==> src/rtl/htb_pkg.sv <==
package htb_pkg;

  localparam int unsigned COUNTER_BITS_DEFAULT = 16;

  localparam logic [7:0] CH_NUL   = 8'h00;
  localparam logic [7:0] CH_SPACE = 8'h20;
  localparam logic [7:0] CH_TAB   = 8'h09;
  localparam logic [7:0] CH_CR    = 8'h0D;
  localparam logic [7:0] CH_LF    = 8'h0A;
  localparam logic [7:0] CH_ZERO  = 8'h30;
  localparam logic [7:0] CH_NINE  = 8'h39;
  localparam logic [7:0] CH_LOW_A = 8'h61;
  localparam logic [7:0] CH_LOW_F = 8'h66;
  localparam logic [7:0] CASE_BIT = 8'h20;
  localparam logic [7:0] ALPHA_OFFSET = 8'd87;

  typedef enum logic [1:0] {
    KIND_DATA  = 2'd0,
    KIND_DONE  = 2'd1,
    KIND_ERROR = 2'd2
  } kind_t;

  typedef struct packed {
    logic       is_zero;
    logic       is_hex;
    logic       is_blank;
    logic [3:0] value;
  } char_class_t;

endpackage

==> src/rtl/htb_chan_if.sv <==
interface htb_in_if;
  logic       valid;
  logic       ready;
  logic [7:0] character;

  modport source (output valid, output character, input ready);
  modport sink (input valid, input character, output ready);
endinterface

interface htb_out_if;
  logic        valid;
  logic        ready;
  logic [1:0]  kind;
  logic [7:0]  byte_value;
  logic [15:0] number;

  modport source (output valid, output kind, output byte_value, output number, input ready);
  modport sink (input valid, input kind, input byte_value, input number, output ready);
endinterface

==> src/rtl/htb_classify.sv <==
module htb_classify (
  input  logic [7:0]          character,
  output htb_pkg::char_class_t cls
);
  import htb_pkg::*;

  logic [7:0] folded;
  logic [7:0] digit_diff;
  logic [7:0] alpha_diff;
  logic       is_digit;
  logic       is_alpha;

  assign folded     = character | CASE_BIT;
  assign digit_diff = character - CH_ZERO;
  assign alpha_diff = folded - ALPHA_OFFSET;
  assign is_digit   = (character >= CH_ZERO) && (character <= CH_NINE);
  assign is_alpha   = (folded >= CH_LOW_A) && (folded <= CH_LOW_F);

  always_comb begin
    cls.is_zero  = (character == CH_NUL);
    cls.is_hex   = is_digit || is_alpha;
    cls.is_blank = (character == CH_SPACE) || (character == CH_TAB) ||
                   (character == CH_CR) || (character == CH_LF);
    cls.value    = is_digit ? digit_diff[3:0] : alpha_diff[3:0];
  end

endmodule

==> src/rtl/hex_text_to_byte_parser.sv <==
// Hex text to byte parser.
// Input channel in_ch carries one ASCII character per request; character zero
// ends a string. Output channel out_ch carries at most one result per
// character: a data byte for each completed pair of hex digits, a done result
// with the byte count on the terminating zero, or an error result with the
// offset of the offending character. After an error the rest of the string
// is dropped silently up to and including its zero, which rearms the block.
// Throughput: one character per cycle while no stall on out_ch holds it back,
// set by the state update between the input register and the result register.
// Each character is first taken into the input register; its result, if it
// gives one, is then written into the result register, which drives out_ch.
// When out_ch stalls, the result register holds; characters that give no
// result keep moving, and in_ch drops ready only once the input register holds
// a character that needs the occupied result register.
// Reset (rst_n low, synchronous) empties both registers and returns the
// parser to the start of a string with both counters at zero.
// Counters are COUNTER_BITS wide and saturate; numbers above 0xFFFF are
// reported as 0xFFFF.
module hex_text_to_byte_parser #(
  parameter int unsigned COUNTER_BITS = htb_pkg::COUNTER_BITS_DEFAULT
) (
  input  logic       clk,
  input  logic       rst_n,
  htb_in_if.sink     in_ch,
  htb_out_if.source  out_ch
);
  import htb_pkg::*;

  typedef enum logic [1:0] {
    PH_IDLE    = 2'd0,
    PH_DIGIT   = 2'd1,
    PH_DISCARD = 2'd2
  } phase_t;

  typedef logic [COUNTER_BITS-1:0] count_t;

  logic        s1_valid_r;
  logic [7:0]  s1_char_r;

  phase_t      phase_r, phase_nxt;
  logic [3:0]  nibble_r, nibble_nxt;
  count_t      byte_count_r, byte_count_nxt;
  count_t      offset_r, offset_nxt;

  logic        out_valid_r;
  kind_t       kind_r, kind_nxt;
  logic [7:0]  byte_r, byte_nxt;
  logic [15:0] number_r, number_nxt;

  char_class_t cls;
  logic        has_res;
  logic        out_free;
  logic        s1_adv;
  logic        in_take;
  count_t      offset_inc;
  count_t      count_inc;
  logic [15:0] offset_rep;
  logic [15:0] count_rep;

  htb_classify u_classify (
    .character (s1_char_r),
    .cls       (cls)
  );

  assign offset_inc = (offset_r == '1) ? offset_r : offset_r + 1'b1;
  assign count_inc  = (byte_count_r == '1) ? byte_count_r : byte_count_r + 1'b1;

  generate
    if (COUNTER_BITS > 16) begin : g_rep_sat
      assign offset_rep = (|offset_r[COUNTER_BITS-1:16]) ? 16'hFFFF : offset_r[15:0];
      assign count_rep  = (|byte_count_r[COUNTER_BITS-1:16]) ? 16'hFFFF
                                                             : byte_count_r[15:0];
    end else begin : g_rep_ext
      assign offset_rep = 16'(offset_r);
      assign count_rep  = 16'(byte_count_r);
    end
  endgenerate

  always_comb begin
    phase_nxt      = phase_r;
    nibble_nxt     = nibble_r;
    byte_count_nxt = byte_count_r;
    offset_nxt     = offset_inc;
    has_res        = 1'b0;
    kind_nxt       = KIND_DATA;
    byte_nxt       = 8'd0;
    number_nxt     = 16'd0;
    unique case (phase_r)
      PH_DISCARD: begin
        if (cls.is_zero) begin
          phase_nxt      = PH_IDLE;
          nibble_nxt     = 4'd0;
          byte_count_nxt = '0;
          offset_nxt     = '0;
        end
      end
      PH_DIGIT: begin
        has_res = 1'b1;
        if (cls.is_hex) begin
          byte_nxt       = {nibble_r, cls.value};
          byte_count_nxt = count_inc;
          phase_nxt      = PH_IDLE;
          nibble_nxt     = 4'd0;
        end else begin
          kind_nxt   = KIND_ERROR;
          number_nxt = offset_rep;
          if (cls.is_zero) begin
            // string already over: rearm without discarding
            phase_nxt      = PH_IDLE;
            nibble_nxt     = 4'd0;
            byte_count_nxt = '0;
            offset_nxt     = '0;
          end else begin
            phase_nxt = PH_DISCARD;
          end
        end
      end
      default: begin
        // idle, and the unused code treated as idle
        if (cls.is_zero) begin
          has_res        = 1'b1;
          kind_nxt       = KIND_DONE;
          number_nxt     = count_rep;
          phase_nxt      = PH_IDLE;
          nibble_nxt     = 4'd0;
          byte_count_nxt = '0;
          offset_nxt     = '0;
        end else if (cls.is_hex) begin
          nibble_nxt = cls.value;
          phase_nxt  = PH_DIGIT;
        end else if (cls.is_blank) begin
          phase_nxt = PH_IDLE;
        end else begin
          has_res    = 1'b1;
          kind_nxt   = KIND_ERROR;
          number_nxt = offset_rep;
          phase_nxt  = PH_DISCARD;
        end
      end
    endcase
  end

  assign out_free    = !out_valid_r || out_ch.ready;
  assign s1_adv      = s1_valid_r && (!has_res || out_free);
  assign in_ch.ready = !s1_valid_r || s1_adv;
  assign in_take     = in_ch.valid && in_ch.ready;

  always_ff @(posedge clk) begin
    if (!rst_n) begin
      s1_valid_r   <= 1'b0;
      out_valid_r  <= 1'b0;
      phase_r      <= PH_IDLE;
      nibble_r     <= 4'd0;
      byte_count_r <= '0;
      offset_r     <= '0;
    end else begin
      if (in_ch.ready) begin
        s1_valid_r <= in_take;
      end
      if (s1_adv) begin
        phase_r      <= phase_nxt;
        nibble_r     <= nibble_nxt;
        byte_count_r <= byte_count_nxt;
        offset_r     <= offset_nxt;
      end
      if (s1_adv && has_res) begin
        out_valid_r <= 1'b1;
      end else if (out_ch.ready) begin
        out_valid_r <= 1'b0;
      end
    end
  end

  // payload registers: no reset
  always_ff @(posedge clk) begin
    if (in_take) begin
      s1_char_r <= in_ch.character;
    end
    if (s1_adv && has_res) begin
      kind_r   <= kind_nxt;
      byte_r   <= byte_nxt;
      number_r <= number_nxt;
    end
  end

  assign out_ch.valid      = out_valid_r;
  assign out_ch.kind       = kind_r;
  assign out_ch.byte_value = byte_r;
  assign out_ch.number     = number_r;

  // entering discard always comes with an error result
  a_discard_has_error: assert property (@(posedge clk) disable iff (!rst_n)
    (s1_adv && phase_r != PH_DISCARD && phase_nxt == PH_DISCARD)
      |=> (out_valid_r && kind_r == KIND_ERROR))
    else $error("discard entered without an error result");

  // a terminating zero always rearms the counters
  a_zero_rearms: assert property (@(posedge clk) disable iff (!rst_n)
    (s1_adv && s1_char_r == CH_NUL)
      |=> (byte_count_r == '0 && offset_r == '0 && phase_r == PH_IDLE))
    else $error("terminating zero did not rearm");

  // data results carry no number, done and error results carry no byte
  a_data_fields: assert property (@(posedge clk) disable iff (!rst_n)
    (out_valid_r && kind_r == KIND_DATA) |-> (number_r == 16'd0))
    else $error("data result with nonzero number");

  a_ctrl_fields: assert property (@(posedge clk) disable iff (!rst_n)
    (out_valid_r && (kind_r == KIND_DONE || kind_r == KIND_ERROR)) |-> (byte_r == 8'd0))
    else $error("done or error result with nonzero byte");

  // back-pressure only while a character waiting for the result register
  a_stall_cause: assert property (@(posedge clk) disable iff (!rst_n)
    !in_ch.ready |-> (s1_valid_r && has_res && out_valid_r && !out_ch.ready))
    else $error("input stalled without cause");

endmodule
==> src/flat_wrapper.sv <==
// flat-port wrapper written by rule: the top's interface ports become plain ports
module hex_text_to_byte_parser_flat import htb_pkg::*;
#(
  parameter int unsigned COUNTER_BITS = htb_pkg::COUNTER_BITS_DEFAULT
)
  (clk, rst_n, in_ch_valid, in_ch_character, in_ch_ready, out_ch_valid, out_ch_kind, out_ch_byte_value, out_ch_number, out_ch_ready);
  htb_in_if in_ch_i ();
  htb_out_if out_ch_i ();
  input  logic clk;
  input  logic rst_n;
  input wire logic [$bits(in_ch_i.valid)-1:0] in_ch_valid;
  input wire logic [$bits(in_ch_i.character)-1:0] in_ch_character;
  output wire logic [$bits(in_ch_i.ready)-1:0] in_ch_ready;
  output wire logic [$bits(out_ch_i.valid)-1:0] out_ch_valid;
  output wire logic [$bits(out_ch_i.kind)-1:0] out_ch_kind;
  output wire logic [$bits(out_ch_i.byte_value)-1:0] out_ch_byte_value;
  output wire logic [$bits(out_ch_i.number)-1:0] out_ch_number;
  input wire logic [$bits(out_ch_i.ready)-1:0] out_ch_ready;
  assign in_ch_i.valid = in_ch_valid;
  assign in_ch_i.character = in_ch_character;
  assign in_ch_ready = in_ch_i.ready;
  assign out_ch_valid = out_ch_i.valid;
  assign out_ch_kind = out_ch_i.kind;
  assign out_ch_byte_value = out_ch_i.byte_value;
  assign out_ch_number = out_ch_i.number;
  assign out_ch_i.ready = out_ch_ready;
  hex_text_to_byte_parser #(.COUNTER_BITS(COUNTER_BITS)) u_core (.clk(clk), .rst_n(rst_n), .in_ch(in_ch_i), .out_ch(out_ch_i));
endmodule
==> config.mk <==
export PLATFORM = sky130hd
export DESIGN_NAME = hex_text_to_byte_parser_flat
export DESIGN_NICKNAME = d
export VERILOG_FILES = /design/src/rtl/htb_pkg.sv /design/src/rtl/htb_chan_if.sv /design/src/rtl/htb_classify.sv /design/src/rtl/hex_text_to_byte_parser.sv /design/src/flat_wrapper.sv
export SDC_FILE = /design/constraint.sdc
export NUM_CORES = 1
export LEC_CHECK = 0
export ABC_AREA = 1
export BUFFER_PORTS_ARGS = -buffer_cell sky130_fd_sc_hd__buf_4
export CORE_ASPECT_RATIO = 1.5
export CORE_MARGIN = 8
export CORE_UTILIZATION = 64
export DETAILED_ROUTE_END_ITERATION = 16
export GPL_ROUTABILITY_DRIVEN = 1
export PLACE_DENSITY = 0.93
export SLEW_MARGIN = 20
export SYNTH_ARGS = -nofsm -noshare
export SYNTH_HDL_FRONTEND = slang
export SYNTH_HIERARCHICAL = 1
export SYNTH_SLANG_ARGS = --single-unit
==> constraint.sdc <==
create_clock -name clk -period 6.35 [get_ports clk]
set_input_delay 0.635 -clock clk [delete_from_list [all_inputs] [get_ports clk]]
set_output_delay 0.635 -clock clk [all_outputs]
set_load 0.005 [all_outputs]
* Word level (Yosys, flattened, before mapping)
Cells that the tools add are included.
** Word-level totals
- Flip-flop bits (word level) :: 74
- Output and inout port bits :: 28
** Operators by class
- Add/sub/neg operators :: 4
- $lt $le $gt $ge :: 4
- Equal/unequal tests :: 10
- Multiplexer cells :: 36
- Reduce and logical (&&, ||, !) cells :: 22
** Operators by type and width (count)
- 16-bit two-way mux :: 12
- 16-bit by 1-bit adder with 16-bit output (second input constant) :: 2
- 16-bit equality test (second input constant) :: 2
- 16-bit case mux with 2 select lines :: 1
- 8-bit by 4-bit equality test with 1-bit output (second input constant) :: 3
- 4-bit two-way mux :: 5
- 2-bit two-way mux :: 9
- 8-bit by 6-bit equality test with 1-bit output (second input constant) :: 1
- 8-bit by 6-bit greater-or-equal comparator with 1-bit output (second input constant) :: 1
- 8-bit by 7-bit greater-or-equal comparator with 1-bit output (second input constant) :: 1
- 8-bit by 6-bit less-or-equal comparator with 1-bit output (second input constant) :: 1
- 8-bit by 7-bit less-or-equal comparator with 1-bit output (second input constant) :: 1
- 8-bit logical NOT :: 1
- 2-bit case mux with 2 select lines :: 2
- 4-bit case mux with 2 select lines :: 1
- 2-bit AND reduction :: 4
- 1-bit logical OR :: 7
- 1-bit logical AND :: 5
- 1-bit two-way mux :: 5
- 4-bit nonzero test :: 1
- 4-bit by 1-bit subtractor with 4-bit output (second input constant) :: 1
- 4-bit by 3-bit subtractor with 4-bit output (second input constant) :: 1
- 1-bit logical NOT :: 3
- 3-bit inequality test (second input constant) :: 1
- 5 further kinds :: 5

* Longest topological paths before layout
- Depth in word-level cells :: 13
- Mapped depth :: 17
- Depth with buffers taken out :: 17

* Cells and area by module
Netlist, hierarchy kept.
** By module, submodules not included
- hex_text_to_byte_parser :: instances 1, cells each 489, area each 3789.9 µm²
- htb_classify :: instances 1, cells each 51, area each 281.5 µm²

* Worst setup path after synthesis
OpenSTA, ideal clock, no wires.
- Path kind :: register to register
- Start point :: register u_core.s1_char_r[0]
- End point :: register u_core.byte_r[0] (netlist: u_core/out_ch.byte_value[0]) (enable)
- Library setup time :: 0.381 ns
- Arrival :: 2.333 ns
- Data required time :: 5.969 ns
- Setup slack :: 3.635 ns
- Cell stages (with the launch flop) :: 13
- Path buffers :: 2
- Path through :: edfxtp_1 inv_1 ha_1 nand2_2 nor2_1 and2_1 buf_4 nand2_1 nand3_2 a21oi_4 buf_4 nand2_1 inv_1
** RTL lines
- start, declared :: RTL line hex_text_to_byte_parser.sv:38 : logic [7:0] s1_char_r;
- start signal, assigned :: RTL line hex_text_to_byte_parser.sv:177 : s1_char_r <= in_ch.character;
- end signal, assigned :: RTL line hex_text_to_byte_parser.sv:181 : byte_r <= byte_nxt;
- end, declared :: RTL line hex_text_to_byte_parser.sv:47 : logic [7:0] byte_r, byte_nxt;

==> run metrics <==
status=finished, final reports clean; cells resized by post-CTS repair=0; hold-critical path depth=1; Net Count, Synth=560; core area=just over 6000 sq um; Layout Skew=~0.011 ns; Critical R2R Capture=u_core/out_ch.number[6]$_DFFE_PP_; Commonest cells post-synth=nand2_1, inv_1, nor2_1, nand3_1, dfxtp_1; share of layout cells above drive strength 1=14.3%; leading area contributor after synthesis=edfxtp_1; worst skew pair latency=about 0.36 ns; Worst VDD drop=0.225 mV; Layout Cells excl Fill=around 660; mux share of post-synthesis cell area=0%; CP startpoint=u_core/s1_char_r[0]$_DFFE_PP_; Die Width=just over 80 um; drt first pass iters=5; Final HPWL DP=around 7600 um; CTS buffer count=9; number of setup buffers added after CTS=0; setup violators final=0; Root Driver=clkbuf_8; main combinational cell family by area after synthesis=simple AND/OR/NAND/NOR gates; Syn Std Cell Area=roughly 4000 sq um; P_leak=~1.9 nW; first-pass GRT wire length=between 15000 and 20000 um; hold_sp=in_ch_character[1]; CTS Hold Bufs=0; port buffer count=39; die area=9220 sq um; Total Power=roughly 1000 uW; DR DRC count=0; nature of the critical path startpoint=register; RSZ-0062 raised after global routing=no; Max Root-Sink Buffers=2; Top FF cell, synth=dfxtp_1; Post-DRT Antenna Nets=0; crit share post-route=around 56%; pin count of the biggest net entering global routing=28; number of flops mapped to enable cells by yosys=34; gr usage total=a little under a quarter; final count of hold timing violations=0; Die H=~110 um; CTS H-tree lvls=3; Crit Path Class=register to register; Via density=about 6; synth warn=6; Placer Congestion=0.980; Sink Count=74; Slew @ Worst Pin=about 1.1 ns; initial antenna violation count=0; gr busiest metal=met2; DR iter-0 viols=622; global-route met3 utilization=6.14%; I/O pins=40; ranking of synthesized cells by area=edfxtp_1, dfxtp_1, nand2_1; max-slew violation count=0; setup tns final=0 ns; worst endpoint required time=about 6.3 ns; r2r startpoint=u_core/s1_char_r[0]$_DFFE_PP_; final net count=approximately 600; reg2reg setup slack=2.81 ns; Synth Area in XOR/XNOR=0.645%; Critical Path End Type=register; Peak Freq=about 280 MHz; Arr. time, crit path=3.52 ns; met1 global-route usage=26.3%; CTS tree=done; grt total ovfl=0; Seq/Total Area, Yosys=44.7%; max cap viols=0; most common cell in the netlist=nand2_1; Routed WL=~10000 um; compound-cell area share of the yosys netlist=about a tenth; diodes inserted=0; Async S/R FF share, synth=0%; crit-path max FO=27; worst reg2reg path depth=10; Period minus WS final=roughly 3.5 ns; WL/cell=approximately 16 um; Mean Syn Cell Area=7.54 sq um; pwr dens=approximately 220 nW/um^2; Adder-Cell Fraction of Synth Area=2.46%; Cell variety after synth=37; via count=3945; vias in the first global route=about 3700; placed cells=between 600 and 700; HP Class=input pin to register; flops & latches, synth=74; Synth top area share=between 20 and 30%; Initial Utilization=around 66%; Placement Rows=35; grt met2 use=a little under two fifths; Synth Area in Simple Gates=between 30% and 40%; Reg clk slew, reported paths=0.08 ns; Worst Hold Endpoint=u_core/s1_char_r[1]$_DFFE_PP_; Area Growth Syn to Fin=12.4%; Rel. slew slack=between 20% and 30%; Syn Inst Count=540
metrics by stage:
step	hold slack (ns)	setup slack [ns]	instance area [sq um]	utilization, %
3_5_place_dp	0.463	2.89	4380	71.5
4_1_cts	0.447	2.85	4580	74.6
2_1_floorplan	0.441	3.64	4070	-
3_3_place_gp	0.448	3.09	4380	71.5
6_report	0.454	2.81	4580	74.6
5_1_grt	0.434	2.62	4580	74.6
cells in the final DEF, fill, tap and decap left out, drive strengths merged, types with 10 or more instances in the layout:
master / netlist / routed
clkbuf: 6 / 10
buf: 7 / 39
a21oi: 36 / 36
nand2: 152 / 152
o22ai: 11 / 11
nand3: 46 / 46
inv: 72 / 73
nand4: 12 / 12
nor2: 61 / 61
o21ai: 30 / 30
nor3: 12 / 12
edfxtp: 34 / 34
dfxtp: 40 / 40
flip-flops by register name, indices dropped and copies added (netlist names):
register                  flops
u_core/s1_char_r              8
u_core/byte_count_r          16
u_core/nibble_r               4
u_core/phase_r                2
u_core/out_ch.valid           1
u_core/out_ch.kind            2
u_core/s1_valid_r             1
u_core/offset_r              16
u_core/out_ch.byte_value      8
u_core/out_ch.number         16
worst max-delay path: stages, from the launching register on:
cell	delay (ns)
edfxtp_1	0.46
inv_1	0.12
ha_1	0.25
nand2_2	0.12
nor2_1	0.06
and2_1	0.28
nand2_1	0.44
nand3_2	0.20
a21oi_4	0.36
nand2_1	0.08
inv_1	0.78
layout make-up:
type / count / area (sq um)
Clock buffer: 10 / 128
Clock inverter: 6 / 65.1
Fill cell: 459 / 1560
Inverter: 73 / 274
Multi-Input combinational cell: 380 / 1900
Sequential cell: 74 / 1820
Tap cell: 74 / 92.6
Timing Repair Buffer: 39 / 293
metal layers:
layer | routed length, um | up-vias | share of wire (%)
met5 | 0 | - | 0
met4 | 486 | 0 | 4.6
met3 | 849 | 55 | 8.1
met2 | 5180 | 227 | 50
met1 | 3930 | 1813 | 38
li1 | - | 1850 | -
worst max path at each step:
stage	slack, ns	to	cells after the start
floorplan	3.64	u_core/out_ch.byte_value[0]$_SDFFCE_PN0P_	12
global placement	3.09	u_core/out_ch.number[6]$_DFFE_PP_	10
detailed placement	2.89	u_core/out_ch.number[5]$_DFFE_PP_	10
CTS	2.85	u_core/out_ch.number[12]$_DFFE_PP_	10
global route	2.62	u_core/out_ch.number[12]$_DFFE_PP_	10
finish	2.81	u_core/out_ch.number[6]$_DFFE_PP_	10
where the power goes:
part,switching [mW],internal [mW],total (mW),leakage (nW)
clock network,0.184,0.182,0.367,0.0966
logic,0.0675,0.0342,0.102,1.12
registers,0.0104,0.517,0.527,0.646
total,0.262,0.733,0.995,1.86
cell families after synthesis:
logic type / Yosys count
adders and majority gates: 8
buffers and inverters: 86
xor gates and xnor gates: 3
DFF: 74
and+or+nand+nor: 290
AOI/OAI and AO/OA: 79
No activity file was read; power rests on OpenSTA's default activity.
